File: src/rtl/gprcf_pkg.sv
// Shared types, constants and helpers for the gamepad report change filter.
// No dependencies.
package gprcf_pkg;

    localparam int unsigned PAYLOAD_BYTES_DEF = 14;
    localparam int unsigned DATA_BYTES        = 12;   // bytes that carry pad state
    localparam int unsigned DATA_IDX_W        = 4;

    localparam logic [15:0] STICK_THR_RST  = 16'd256;
    localparam logic [7:0]  TRIG_THR_RST   = 8'd8;
    localparam logic [15:0] HB_PERIOD_RST  = 16'd16;
    localparam logic [15:0] ELAPSED_MAX    = 16'hFFFF;

    localparam int unsigned CFG_IDX_W  = 2;
    localparam int unsigned CFG_DATA_W = 16;

    typedef enum logic [CFG_IDX_W-1:0] {
        CFG_STICK_THR = 2'd0,
        CFG_TRIG_THR  = 2'd1,
        CFG_HB_PERIOD = 2'd2
    } t_cfg_idx;

    localparam logic KIND_REPORT = 1'b0;
    localparam logic KIND_TICK   = 1'b1;

    // Reverse bit order within a byte.
    function automatic logic [7:0] flip_byte(input logic [7:0] v);
        logic [7:0] r;
        for (int i = 0; i < 8; i++) begin
            r[i] = v[7-i];
        end
        return r;
    endfunction

endpackage

File: src/rtl/gprcf_in_if.sv
// Input channel: gamepad reports and millisecond ticks.
// Depends on nothing.
interface gprcf_in_if;
    logic               valid;
    logic               ready;
    logic               kind;
    logic [15:0]        buttons;
    logic signed [15:0] left_x;
    logic signed [15:0] left_y;
    logic signed [15:0] right_x;
    logic signed [15:0] right_y;
    logic [7:0]         left_trigger;
    logic [7:0]         right_trigger;

    modport source (
        output valid, kind, buttons, left_x, left_y, right_x, right_y,
               left_trigger, right_trigger,
        input  ready
    );
    modport sink (
        input  valid, kind, buttons, left_x, left_y, right_x, right_y,
               left_trigger, right_trigger,
        output ready
    );
endinterface

File: src/rtl/gprcf_out_if.sv
// Output channel: bit-reversed payload bytes.
// Depends on nothing.
interface gprcf_out_if;
    logic       valid;
    logic       ready;
    logic [7:0] payload_byte;
    logic       last_byte;

    modport source (output valid, payload_byte, last_byte, input ready);
    modport sink   (input valid, payload_byte, last_byte, output ready);
endinterface

File: src/rtl/gamepad_report_change_filter_core.sv
// Gamepad report change filter, top level.
// Depends on gprcf_pkg, gprcf_in_if, gprcf_out_if.
//
// Usage:
//   i_item carries one item per handshake: a gamepad report (kind 0) or a
//   one millisecond tick (kind 1; other fields ignored). o_item carries
//   payload bytes, bit reversed, PAYLOAD_BYTES per send, last_byte set on
//   the final one. The user must write the config port (stick threshold 0,
//   trigger threshold 1, heartbeat period 2) only while idle, which the block does not enforce.
//
//   Accepted items land in an input register, where the send decision is
//   made combinationally against the held pad and elapsed count; a sent
//   report replaces the held pad. The first byte of a send is registered
//   once the byte emitter is free, then one byte per cycle while o_item is ready.
//
//   Throughput: items that cause no send go through one per cycle while no
//   send waits ahead of them. An item that sends waits in the input register
//   until the byte emitter is free, so a send occupies the emitter until its
//   last byte is taken; its successor can be decided in that cycle.
//
//   Reset (synchronous, active low) clears held pad and count, loads the
//   register defaults and drops both valids. A stall on o_item holds the
//   current byte and backs up into i_item.ready once a send is pending.
module gamepad_report_change_filter_core
    import gprcf_pkg::*;
#(
    parameter int unsigned PAYLOAD_BYTES = PAYLOAD_BYTES_DEF
) (
    input  logic                  i_clk,
    input  logic                  i_rst_n,
    input  logic                  i_cfg_we,
    input  logic [CFG_IDX_W-1:0]  i_cfg_idx,
    input  logic [CFG_DATA_W-1:0] i_cfg_data,
    gprcf_in_if.sink              i_item,
    gprcf_out_if.source           o_item
);

    localparam int unsigned IDX_W    = $clog2(PAYLOAD_BYTES);
    localparam logic [IDX_W-1:0] LAST_IDX = IDX_W'(PAYLOAD_BYTES - 1);

    // config
    logic [15:0] r_stick_thr;
    logic [7:0]  r_trig_thr;
    logic [15:0] r_hb_period;

    // input register
    logic               r_in_valid;
    logic               r_kind;
    logic [15:0]        r_buttons;
    logic signed [15:0] r_lx, r_ly, r_rx, r_ry;
    logic [7:0]         r_lt, r_rt;

    // held pad and elapsed count
    logic [15:0] r_held_buttons, n_held_buttons;
    logic [15:0] r_held_lx, r_held_ly, r_held_rx, r_held_ry;
    logic [15:0] n_held_lx, n_held_ly, n_held_rx, n_held_ry;
    logic [7:0]  r_held_lt, r_held_rt, n_held_lt, n_held_rt;
    logic [15:0] r_elapsed, n_elapsed;

    // byte emitter
    logic             r_out_valid, n_out_valid;
    logic [IDX_W-1:0] r_idx, n_idx;
    logic [7:0]       r_out_byte, n_out_byte;
    logic             r_out_last;

    logic        send, emit_free, send_go, in_consume;
    logic [15:0] elapsed_inc;
    logic        changed;

    function automatic logic [16:0] stick_dist(input logic [15:0] a, input logic [15:0] b);
        logic [16:0] d;
        d = {a[15], a} - {b[15], b};
        return d[16] ? (~d + 17'd1) : d;
    endfunction

    function automatic logic [8:0] trig_dist(input logic [7:0] a, input logic [7:0] b);
        logic [8:0] d;
        d = {1'b0, a} - {1'b0, b};
        return d[8] ? (~d + 9'd1) : d;
    endfunction

    // ---------------- configuration ----------------
    always_ff @(posedge i_clk) begin
        if (!i_rst_n) begin
            r_stick_thr <= STICK_THR_RST;
            r_trig_thr  <= TRIG_THR_RST;
            r_hb_period <= HB_PERIOD_RST;
        end else if (i_cfg_we) begin
            unique case (t_cfg_idx'(i_cfg_idx))
                CFG_STICK_THR: r_stick_thr <= i_cfg_data;
                CFG_TRIG_THR:  r_trig_thr  <= i_cfg_data[7:0];
                CFG_HB_PERIOD: r_hb_period <= i_cfg_data;
                default: ;  // unused index
            endcase
        end
    end

    // ---------------- input register ----------------
    assign i_item.ready = !r_in_valid || in_consume;

    always_ff @(posedge i_clk) begin
        if (!i_rst_n) begin
            r_in_valid <= 1'b0;
        end else if (i_item.ready) begin
            r_in_valid <= i_item.valid;
        end
    end

    always_ff @(posedge i_clk) begin
        if (i_item.valid && i_item.ready) begin
            r_kind    <= i_item.kind;
            r_buttons <= i_item.buttons;
            r_lx      <= i_item.left_x;
            r_ly      <= i_item.left_y;
            r_rx      <= i_item.right_x;
            r_ry      <= i_item.right_y;
            r_lt      <= i_item.left_trigger;
            r_rt      <= i_item.right_trigger;
        end
    end

    // ---------------- send decision ----------------
    assign elapsed_inc = (r_elapsed == ELAPSED_MAX) ? r_elapsed : r_elapsed + 16'd1;

    assign changed = (r_buttons != r_held_buttons)
                  || (stick_dist(r_lx, r_held_lx) > {1'b0, r_stick_thr})
                  || (stick_dist(r_ly, r_held_ly) > {1'b0, r_stick_thr})
                  || (stick_dist(r_rx, r_held_rx) > {1'b0, r_stick_thr})
                  || (stick_dist(r_ry, r_held_ry) > {1'b0, r_stick_thr})
                  || (trig_dist(r_lt, r_held_lt) > {1'b0, r_trig_thr})
                  || (trig_dist(r_rt, r_held_rt) > {1'b0, r_trig_thr});

    always_comb begin
        if (r_kind == KIND_TICK) begin
            send = (elapsed_inc >= r_hb_period);
        end else begin
            send = (r_elapsed >= r_hb_period) || changed;
        end
    end

    assign emit_free  = !r_out_valid || (o_item.ready && r_out_last);
    assign send_go    = r_in_valid && send && emit_free;
    assign in_consume = r_in_valid && (!send || emit_free);

    always_comb begin
        n_held_buttons = r_held_buttons;
        n_held_lx      = r_held_lx;
        n_held_ly      = r_held_ly;
        n_held_rx      = r_held_rx;
        n_held_ry      = r_held_ry;
        n_held_lt      = r_held_lt;
        n_held_rt      = r_held_rt;
        n_elapsed      = r_elapsed;
        if (in_consume) begin
            if (r_kind == KIND_TICK) begin
                n_elapsed = elapsed_inc;
            end else if (send) begin
                n_held_buttons = r_buttons;
                n_held_lx      = r_lx;
                n_held_ly      = r_ly;
                n_held_rx      = r_rx;
                n_held_ry      = r_ry;
                n_held_lt      = r_lt;
                n_held_rt      = r_rt;
            end
            if (send) begin
                n_elapsed = 16'd0;
            end
        end
    end

    always_ff @(posedge i_clk) begin
        if (!i_rst_n) begin
            r_held_buttons <= '0;
            r_held_lx      <= '0;
            r_held_ly      <= '0;
            r_held_rx      <= '0;
            r_held_ry      <= '0;
            r_held_lt      <= '0;
            r_held_rt      <= '0;
            r_elapsed      <= '0;
        end else begin
            r_held_buttons <= n_held_buttons;
            r_held_lx      <= n_held_lx;
            r_held_ly      <= n_held_ly;
            r_held_rx      <= n_held_rx;
            r_held_ry      <= n_held_ry;
            r_held_lt      <= n_held_lt;
            r_held_rt      <= n_held_rt;
            r_elapsed      <= n_elapsed;
        end
    end

    // ---------------- byte emitter ----------------
    // Bytes are read straight from the held pad: it only changes on a send,
    // and a send waits until the previous payload is out.
    logic [7:0] data_bytes [DATA_BYTES];

    always_comb begin
        data_bytes[0]  = n_held_buttons[7:0];
        data_bytes[1]  = n_held_buttons[15:8];
        data_bytes[2]  = n_held_lx[7:0];
        data_bytes[3]  = n_held_lx[15:8];
        data_bytes[4]  = n_held_ly[7:0];
        data_bytes[5]  = n_held_ly[15:8];
        data_bytes[6]  = n_held_rx[7:0];
        data_bytes[7]  = n_held_rx[15:8];
        data_bytes[8]  = n_held_ry[7:0];
        data_bytes[9]  = n_held_ry[15:8];
        data_bytes[10] = n_held_lt;
        data_bytes[11] = n_held_rt;
    end

    always_comb begin
        n_out_valid = r_out_valid;
        n_idx       = r_idx;
        if (send_go) begin
            n_out_valid = 1'b1;
            n_idx       = '0;
        end else if (r_out_valid && o_item.ready) begin
            if (r_out_last) begin
                n_out_valid = 1'b0;
            end else begin
                n_idx = r_idx + IDX_W'(1);
            end
        end
        if (n_idx < IDX_W'(DATA_BYTES)) begin
            n_out_byte = flip_byte(data_bytes[n_idx[DATA_IDX_W-1:0]]);
        end else begin
            n_out_byte = 8'd0;  // padding
        end
    end

    always_ff @(posedge i_clk) begin
        if (!i_rst_n) begin
            r_out_valid <= 1'b0;
            r_idx       <= '0;
        end else begin
            r_out_valid <= n_out_valid;
            r_idx       <= n_idx;
        end
    end

    always_ff @(posedge i_clk) begin
        r_out_byte <= n_out_byte;
        r_out_last <= (n_idx == LAST_IDX);
    end

    assign o_item.valid        = r_out_valid;
    assign o_item.payload_byte = r_out_byte;
    assign o_item.last_byte    = r_out_last;

`ifndef SYNTHESIS
    a_no_early_drop: assert property (@(posedge i_clk) disable iff (!i_rst_n)
        (r_out_valid && !(o_item.ready && r_out_last)) |=> r_out_valid)
        else $error("payload dropped before last byte was taken");

    a_idx_step: assert property (@(posedge i_clk) disable iff (!i_rst_n)
        (r_out_valid && o_item.ready && !r_out_last) |=>
            (r_idx == $past(r_idx) + IDX_W'(1)))
        else $error("byte index did not advance by one");

    a_stall_hold: assert property (@(posedge i_clk) disable iff (!i_rst_n)
        (r_out_valid && !o_item.ready) |=> ($stable(r_idx) && $stable(r_out_byte)))
        else $error("stalled byte changed");

    a_send_clears: assert property (@(posedge i_clk) disable iff (!i_rst_n)
        send_go |=> (r_elapsed == 16'd0))
        else $error("elapsed count not cleared on send");
`endif

endmodule

File: src/flat_wrapper.sv
// flat-port wrapper written by rule: the top's interface ports become plain ports
module gamepad_report_change_filter_core_flat import gprcf_pkg::*;
#(
    parameter int unsigned PAYLOAD_BYTES = PAYLOAD_BYTES_DEF
)
  (i_clk, i_rst_n, i_cfg_we, i_cfg_idx, i_cfg_data, i_item_valid, i_item_kind, i_item_buttons, i_item_left_x, i_item_left_y, i_item_right_x, i_item_right_y, i_item_left_trigger, i_item_right_trigger, i_item_ready, o_item_valid, o_item_payload_byte, o_item_last_byte, o_item_ready);
  gprcf_in_if i_item_i ();
  gprcf_out_if o_item_i ();
  input  logic i_clk;
  input  logic i_rst_n;
  input  logic i_cfg_we;
  input  logic [CFG_IDX_W-1:0] i_cfg_idx;
  input  logic [CFG_DATA_W-1:0] i_cfg_data;
  input wire logic [$bits(i_item_i.valid)-1:0] i_item_valid;
  input wire logic [$bits(i_item_i.kind)-1:0] i_item_kind;
  input wire logic [$bits(i_item_i.buttons)-1:0] i_item_buttons;
  input wire logic [$bits(i_item_i.left_x)-1:0] i_item_left_x;
  input wire logic [$bits(i_item_i.left_y)-1:0] i_item_left_y;
  input wire logic [$bits(i_item_i.right_x)-1:0] i_item_right_x;
  input wire logic [$bits(i_item_i.right_y)-1:0] i_item_right_y;
  input wire logic [$bits(i_item_i.left_trigger)-1:0] i_item_left_trigger;
  input wire logic [$bits(i_item_i.right_trigger)-1:0] i_item_right_trigger;
  output wire logic [$bits(i_item_i.ready)-1:0] i_item_ready;
  output wire logic [$bits(o_item_i.valid)-1:0] o_item_valid;
  output wire logic [$bits(o_item_i.payload_byte)-1:0] o_item_payload_byte;
  output wire logic [$bits(o_item_i.last_byte)-1:0] o_item_last_byte;
  input wire logic [$bits(o_item_i.ready)-1:0] o_item_ready;
  assign i_item_i.valid = i_item_valid;
  assign i_item_i.kind = i_item_kind;
  assign i_item_i.buttons = i_item_buttons;
  assign i_item_i.left_x = i_item_left_x;
  assign i_item_i.left_y = i_item_left_y;
  assign i_item_i.right_x = i_item_right_x;
  assign i_item_i.right_y = i_item_right_y;
  assign i_item_i.left_trigger = i_item_left_trigger;
  assign i_item_i.right_trigger = i_item_right_trigger;
  assign i_item_ready = i_item_i.ready;
  assign o_item_valid = o_item_i.valid;
  assign o_item_payload_byte = o_item_i.payload_byte;
  assign o_item_last_byte = o_item_i.last_byte;
  assign o_item_i.ready = o_item_ready;
  gamepad_report_change_filter_core #(.PAYLOAD_BYTES(PAYLOAD_BYTES)) u_core (.i_clk(i_clk), .i_rst_n(i_rst_n), .i_cfg_we(i_cfg_we), .i_cfg_idx(i_cfg_idx), .i_cfg_data(i_cfg_data), .i_item(i_item_i), .o_item(o_item_i));
endmodule
File: config.mk
export PLATFORM = sky130hd
export DESIGN_NAME = gamepad_report_change_filter_core_flat
export DESIGN_NICKNAME = d
export VERILOG_FILES = /design/src/rtl/gprcf_pkg.sv /design/src/rtl/gprcf_in_if.sv /design/src/rtl/gprcf_out_if.sv /design/src/rtl/gamepad_report_change_filter_core.sv /design/src/flat_wrapper.sv
export SDC_FILE = /design/constraint.sdc
export NUM_CORES = 1
export LEC_CHECK = 0
export BUFFER_PORTS_ARGS = -buffer_cell sky130_fd_sc_hd__buf_2
export CORE_MARGIN = 3
export CORE_UTILIZATION = 51
export CTS_CLUSTER_SIZE = 25
export DETAILED_ROUTE_END_ITERATION = 16
export PLACE_DENSITY_LB_ADDON = 0.15
export SLEW_MARGIN = 10
export SYNTH_ARGS = -nofsm -noshare
export SYNTH_HDL_FRONTEND = slang
export SYNTH_SLANG_ARGS = --single-unit
File: constraint.sdc
create_clock -name i_clk -period 12.44 [get_ports i_clk]
set_clock_uncertainty 0.2 [all_clocks]
set_input_delay 1.244 -clock i_clk [delete_from_list [all_inputs] [get_ports i_clk]]
set_output_delay 1.244 -clock i_clk [all_outputs]
set_load 0.1 [all_outputs]
==> metrics, run 1 <==
IR Drop Worst-Case VDD 0.127 mV; initial drt markers around 1100; period utilisation layout 68.2%; port buffer count 130; ys flop type dfxtp_1; ratio of cells with drive above 1 in the final layout between 10% and 20%; Rel. slew slack 20.0%; total routed wirelength 52500 um; Distinct cells, synth 86; biggest fanout along the worst timing path 7; portion of synthesized cell area occupied by the leading cell type 18.1%; Synthesis Warnings 0; wire length per cell after detailed routing 19.6 um; Antenna diodes 0; CP required ~11 ns; largest buffer count on any clock path 3; y dimension of the die 197 um; CTS H-tree lvls 1; Congestion Overflow GR 0; Setup crit start kind flip-flop; I/O pins 131; root buf cell clkbuf_16; async set or reset register ratio after synthesis 0%; number of hold buffers added after CTS 0; final cell count without fillers 2678; Synthesized Nets 2406; overall track demand over capacity in global routing 26.6%; number of nets with antenna violations after detailed routing 0; die area 0.0386 mm^2; post-cts gate resize count 0; transition time of the tightest slew-check pin 1.19 ns; vias post-DR 15800; Worst Path Arrival around 7.0 ns; final sum of negative setup slack 0 ns; cell accounting for the most synthesized area dfxtp_1; TritonCTS clock tree done; max cap viols 0; number of cells after detailed placement 2619; family with the most delay on the worst path compound AO/OA/AOI/OAI gates; combined area of all synthesized cells 0.0185 mm^2; standard-cell row count 69; Die Span X 197 um; final-stage net count 2518; Power Dens Cells 128 mW/mm^2; starting utilization of the core area 51.9%; RSZ-0062 raised after global routing false; fraction of the yosys area taken by sequential cells about a third; CTS clock-pin slew for the worst setup and hold paths 0.06 ns; number of setup violations in the final report 0; delay of the slowest cell on the worst path 0.49 ns; type of element capturing the critical path output port; count of buffer and inverter cells on the critical path 3; worst setup slack before clock tree synthesis 4.23 ns; share of the core filled with cells 57.9%; wire length of the first global-routing pass 81600 um; number of enable flip-flop cells after synthesis 97; routability congestion estimate between 0.9 and 1; critical setup path kind flip-flop to output port; per-instance average area after synthesis 8.90 um^2; number of instances in the synthesized netlist 2080; Static Leakage 8.80 nW; first-pass iteration count of the detailed router 5; detailed placer's ending HPWL 40600 um; number of vias per cell 5.89; worst-skew pair later-pin latency 0.59 ns; cell area reported after detailed placement 0.0196 mm^2; setup slack of the critical path after layout 3.96 ns; Final Hold Slack 0.258 ns; post-layout total power between 2 and 3 mW; Min-Delay Path Class flip-flop to flip-flop; Tmin final 8.48 ns; number of global-route vias before repair 15200; clk sink count 264; critical-path cell with the highest stage delay a31oi_1; largest cells by area after synthesis dfxtp_1, edfxtp_1, ha_1, mux2i_1, nor2_1; Seq cells post-synth 264; synthesis-to-finish area growth 11.6%; post-layout instance area 0.0207 mm^2; # DRC 0; initial antenna violation count 1; result of the run complete, no violations; Final Max Tran Viols 0; buffers inserted during post-CTS setup optimization 0; Hold Violations, Final 0; filler cell count around 3200; largest net degree at the start of global routing a little under 90; placeable core region 0.0357 mm^2; number of buffers added by the clock tree synthesis step 31; maximum clock frequency 118 MHz
-- report_power, final --
group | leakage, nW | internal (mW) | total (mW) | switching (mW)
Sequential | 2.30 | 0.938 | 0.967 | 0.0291
Clock | 0.517 | 0.580 | 0.961 | 0.381
Combinational | 5.98 | 0.288 | 0.721 | 0.433
Total | 8.80 | 1.81 | 2.65 | 0.843
-- sequential cells by signal, indices dropped and copies added (netlist names), 4 cells and up --
signal	flops
u_core.r_elapsed	16
u_core.r_held_lx	16
u_core.r_lx	16
u_core.r_lt	8
u_core.r_trig_thr	8
u_core.r_buttons	16
u_core.r_ly	16
u_core.r_held_lt	8
u_core.r_stick_thr	16
u_core.r_rt	8
u_core.r_held_ry	16
u_core.r_held_ly	16
u_core.o_item.payload_byte	8
u_core.r_held_rt	8
u_core.r_held_buttons	16
u_core.r_idx	4
u_core.r_ry	16
u_core.r_rx	16
u_core.r_held_rx	16
u_core.r_hb_period	16
-- worst min-delay path: stages, from the launching register on --
cell and delay (ns):
dfxtp_1 0.31, nand2_1 0.05, a21oi_1 0.05
-- worst paths after layout --
kind         depth (start not counted)                                       end                          startpoint  slack, ns
max                                 25                              i_item_ready            u_core.r_lx[0]$_DFFE_PP_       3.96
min                                  2        u_core.r_stick_thr[7]$_SDFFE_PN0P_  u_core.r_stick_thr[7]$_SDFFE_PN0P_       0.26
max reg2reg                         26  u_core.o_item.payload_byte[4]$_SDFF_PP0_            u_core.r_lx[0]$_DFFE_PP_       4.35
min reg2reg                          2        u_core.r_stick_thr[7]$_SDFFE_PN0P_  u_core.r_stick_thr[7]$_SDFFE_PN0P_       0.26
-- placed cells by master (no fill, tap or decap), types with 12 or more instances in the layout --
cell type / instances
a211oi_1: 23
a21o_1: 33
a21oi_1: 138
a221oi_1: 12
a22oi_1: 29
a31oi_1: 27
and3_1: 14
buf_2: 130
clkbuf_16: 32
dfxtp_1: 167
edfxtp_1: 97
ha_1: 200
inv_1: 160
mux2i_1: 121
nand2_1: 153
nand2b_1: 23
nand3_1: 51
nand4_1: 33
nor2_1: 246
nor2b_1: 27
nor3_1: 23
o211ai_1: 15
o21a_1: 14
o21ai_0: 67
xnor2_1: 99
xor2_1: 50
-- routing by layer --
| layer | up-vias | part of all wire (%) | track usage, % |
|---|---|---|---|
| li1 | 7720 | - | - |
| met1 | 7480 | 43 | 35.1 |
| met2 | 467 | 46 | 44.3 |
| met3 | 108 | 6.3 | 4.50 |
| met4 | 2 | 3.8 | 9.14 |
| met5 | - | 0.019 | 0 |
-- final cells by class --
class                           count  area, um^2  area share, %
Clock buffer                       46         893           4.32
Clock inverter                     12         184          0.890
Inverter                          161         607           2.94
Multi-Input combinational cell   1595       11400           55.2
Sequential cell                   264        6260           30.3
Tap cell                          461         577           2.79
Timing Repair Buffer              139         731           3.54
-- cell usage after synthesis (14+ instances only) --
cell type	instances
nor2_1	246
ha_1	200
dfxtp_1	167
inv_1	160
nand2_1	153
a21oi_1	138
mux2i_1	121
xnor2_1	99
edfxtp_1	97
o21ai_0	67
nand3_1	51
xor2_1	50
clkbuf_1	37
a21o_1	33
nand4_1	33
a22oi_1	29
nor2b_1	28
a31oi_1	27
nor3_1	24
a211oi_1	23
nand2b_1	23
o211ai_1	15
and3_1	14
o21a_1	14
-- logic make-up (layout without fill, tap and decap cells) --
| family | Yosys count | in the layout | share of synthesized area, % |
|---|---|---|---|
| and+or+nand+nor | 647 | 647 | 16.5 |
| AOI/OAI and AO/OA | 462 | 462 | 16.5 |
| DFF | 264 | 264 | 33.8 |
| buffers and inverters | 221 | 358 | 4.82 |
| adders and majority gates | 206 | 206 | 14.2 |
| xor gates and xnor gates | 150 | 150 | 7.13 |
| muxes | 130 | 130 | 7.09 |
Note: power is estimated with default switching activity, not from simulation.
==> run 2, diff against run 1 <==
==> constraint.sdc (replaced) <==
create_clock -name i_clk -period 7 [get_ports i_clk]
set_clock_uncertainty 0.2 [all_clocks]
set_input_delay 0.7 -clock i_clk [delete_from_list [all_inputs] [get_ports i_clk]]
set_output_delay 0.7 -clock i_clk [all_outputs]
set_load 0.1 [all_outputs]
==> run 2 against run 1 <==
- clock-buffer cell count down 5
- flip-flop and latch count unchanged
- sequential power up 79%
- register-to-register slack worse by 4.2 ns
- worst setup slack worse by 3.9 ns
- non-clock buffer count up 59
- critical path depth up 1
==> metrics, run 2 (synthesized netlist as in run 1, its figures left out) <==
port buffer count 130; worst-skew pair later-pin latency 0.58 ns; transition time of the tightest slew-check pin a little over 1 ns; launching point of the worst reg2reg path u_core.r_ry[0]$_DFFE_PP_; Final Hold Slack 0.0877 ns; Worst Path Arrival about 6.1 ns; Min-Delay Path Class input port to flip-flop; initial antenna violation count 1; critical-path cell with the highest stage delay edfxtp_1; number of setup violations in the final report 0; biggest fanout along the worst timing path 5; CTS H-tree lvls 1; CP required 6.10 ns; Setup crit start kind flip-flop; TritonCTS clock tree done; post-layout instance area 0.0215 mm^2; maximum clock frequency 143 MHz; overall track demand over capacity in global routing 27.6%; vias post-DR 16200; number of hold buffers added after CTS 0; period utilisation layout 99.6%; Static Leakage 9.16 nW; synthesis-to-finish area growth 15.8%; detailed placer's ending HPWL 42800 um; total routed wirelength between 50000 and 60000 um; largest buffer count on any clock path 3; wire length per cell after detailed routing a little over 20 um; starting utilization of the core area between 50% and 60%; cell area reported after detailed placement 0.0200 mm^2; leading cell types in the layout, fill and taps excluded nor2_1, ha_1, dfxtp_1, inv_1, nand2_1; setup slack of the critical path after layout approximately 0.031 ns; Final Max Tran Viols 0; I/O pins 131; most common cell after layout, fill and taps aside nor2_1; Hold Violations, Final 0; number of buffers added by the clock tree synthesis step 30; Die Span X 197 um; Power Dens Cells 219 mW/mm^2; placeable core region 0.0357 mm^2; Congestion Overflow GR 0; critical setup path kind flip-flop to output port; routability congestion estimate ~0.96; endpoint of the most critical register-to-register path u_core.o_item.payload_byte[3]$_SDFF_PP0_; wire length of the first global-routing pass 84500 um; initial drt markers 1070; die area 0.0386 mm^2; number of global-route vias before repair around 16000; standard-cell row count 69; Hold Path Sink u_core.r_rx[12]$_DFFE_PP_; clk sink count 264; final sum of negative setup slack 0 ns; number of vias per cell between 5 and 6; Tmin final 6.97 ns; type of element capturing the critical path output port; Hold Path Depth 1; number of cells after detailed placement 2661; largest net degree at the start of global routing approximately 80; worst setup slack before clock tree synthesis -0.185 ns; number of nets with antenna violations after detailed routing 0; final-stage net count 2576; Rel. slew slack 32.2%; ratio of cells with drive above 1 in the final layout 14.7%; # DRC 0; reg2reg setup slack 0.19 ns; y dimension of the die 197 um; max cap viols 0; result of the run complete, no violations; share of the core filled with cells 60.2%; final cell count without fillers 2733; number of cells traversed by the worst register-to-register path 29; Antenna diodes 0; CTS clock-pin slew for the worst setup and hold paths 0.07 ns; delay of the slowest cell on the worst path around 0.42 ns; RSZ-0062 raised after global routing true; hold path start i_item_right_x[12]; IR Drop Worst-Case VDD ~0.23 mV; first-pass iteration count of the detailed router 5; post-layout total power 4.69 mW; root buf cell clkbuf_16
-- run 2: worst max path at each step --
| stage | endpoint | startpoint | slack [ns] |
|---|---|---|---|
| 3_3_place_gp | u_core.o_item.payload_byte[3]$_SDFF_PP0_ | u_core.r_ry[0]$_DFFE_PP_ | 0.002 |
| 2_1_floorplan | u_core.r_buttons[0]$_DFFE_PP_ | u_core.r_lx[0]$_DFFE_PP_ | 0.02 |
| 6_report | i_item_ready | u_core.r_ry[0]$_DFFE_PP_ | 0.03 |
| 3_5_place_dp | u_core.o_item.payload_byte[0]$_SDFF_PP0_ | u_core.r_ry[0]$_DFFE_PP_ | -0.18 |
| 5_1_grt | i_item_ready | u_core.r_ry[0]$_DFFE_PP_ | -0.16 |
| 4_1_cts | i_item_ready | u_core.r_lx[0]$_DFFE_PP_ | 0.04 |
-- run 2: power breakdown --
group	switching (mW)	leakage [nW]	internal, mW
Clock	0.653	0.478	0.911
Combinational	0.828	6.37	0.574
Sequential	0.0586	2.30	1.67
Total	1.54	9.16	3.15
-- run 2: critical path: cells and delay by family, from the launching register on --
kind	cells	cell delay [ns]
fa+ha+maj	3	0.87
xor+xnor	1	0.27
compound gates	12	2.82
flops	1	0.42
simple gates	6	0.70
buf+inv	4	0.39
-- run 2: cell type report --
type                            count  area [um^2]
Tap cell                          461          577
Fill cell                        3151        14200
Clock buffer                       41          843
Multi-Input combinational cell   1595        11800
Timing Repair Buffer              198         1260
Inverter                          161          607
Sequential cell                   264         6260
Clock inverter                     13          121
-- run 2: routing by layer --
layer  share of wire (%)  GRT usage, %  wire length, um
met1                  44          36.9            24200
met2                  45          44.7            24900
met3                 6.7          4.53             3700
met4                 4.7          11.6             2610
met5               0.025             0               14
-- run 2: timing repair --
action	in CTS	in global routing
cloned	0	1
endpoints found under the setup margin	9	10
pin swaps	7	29
hold endpoints to repair	0	0
gates resized for setup	25	52
setup buffers	2	15
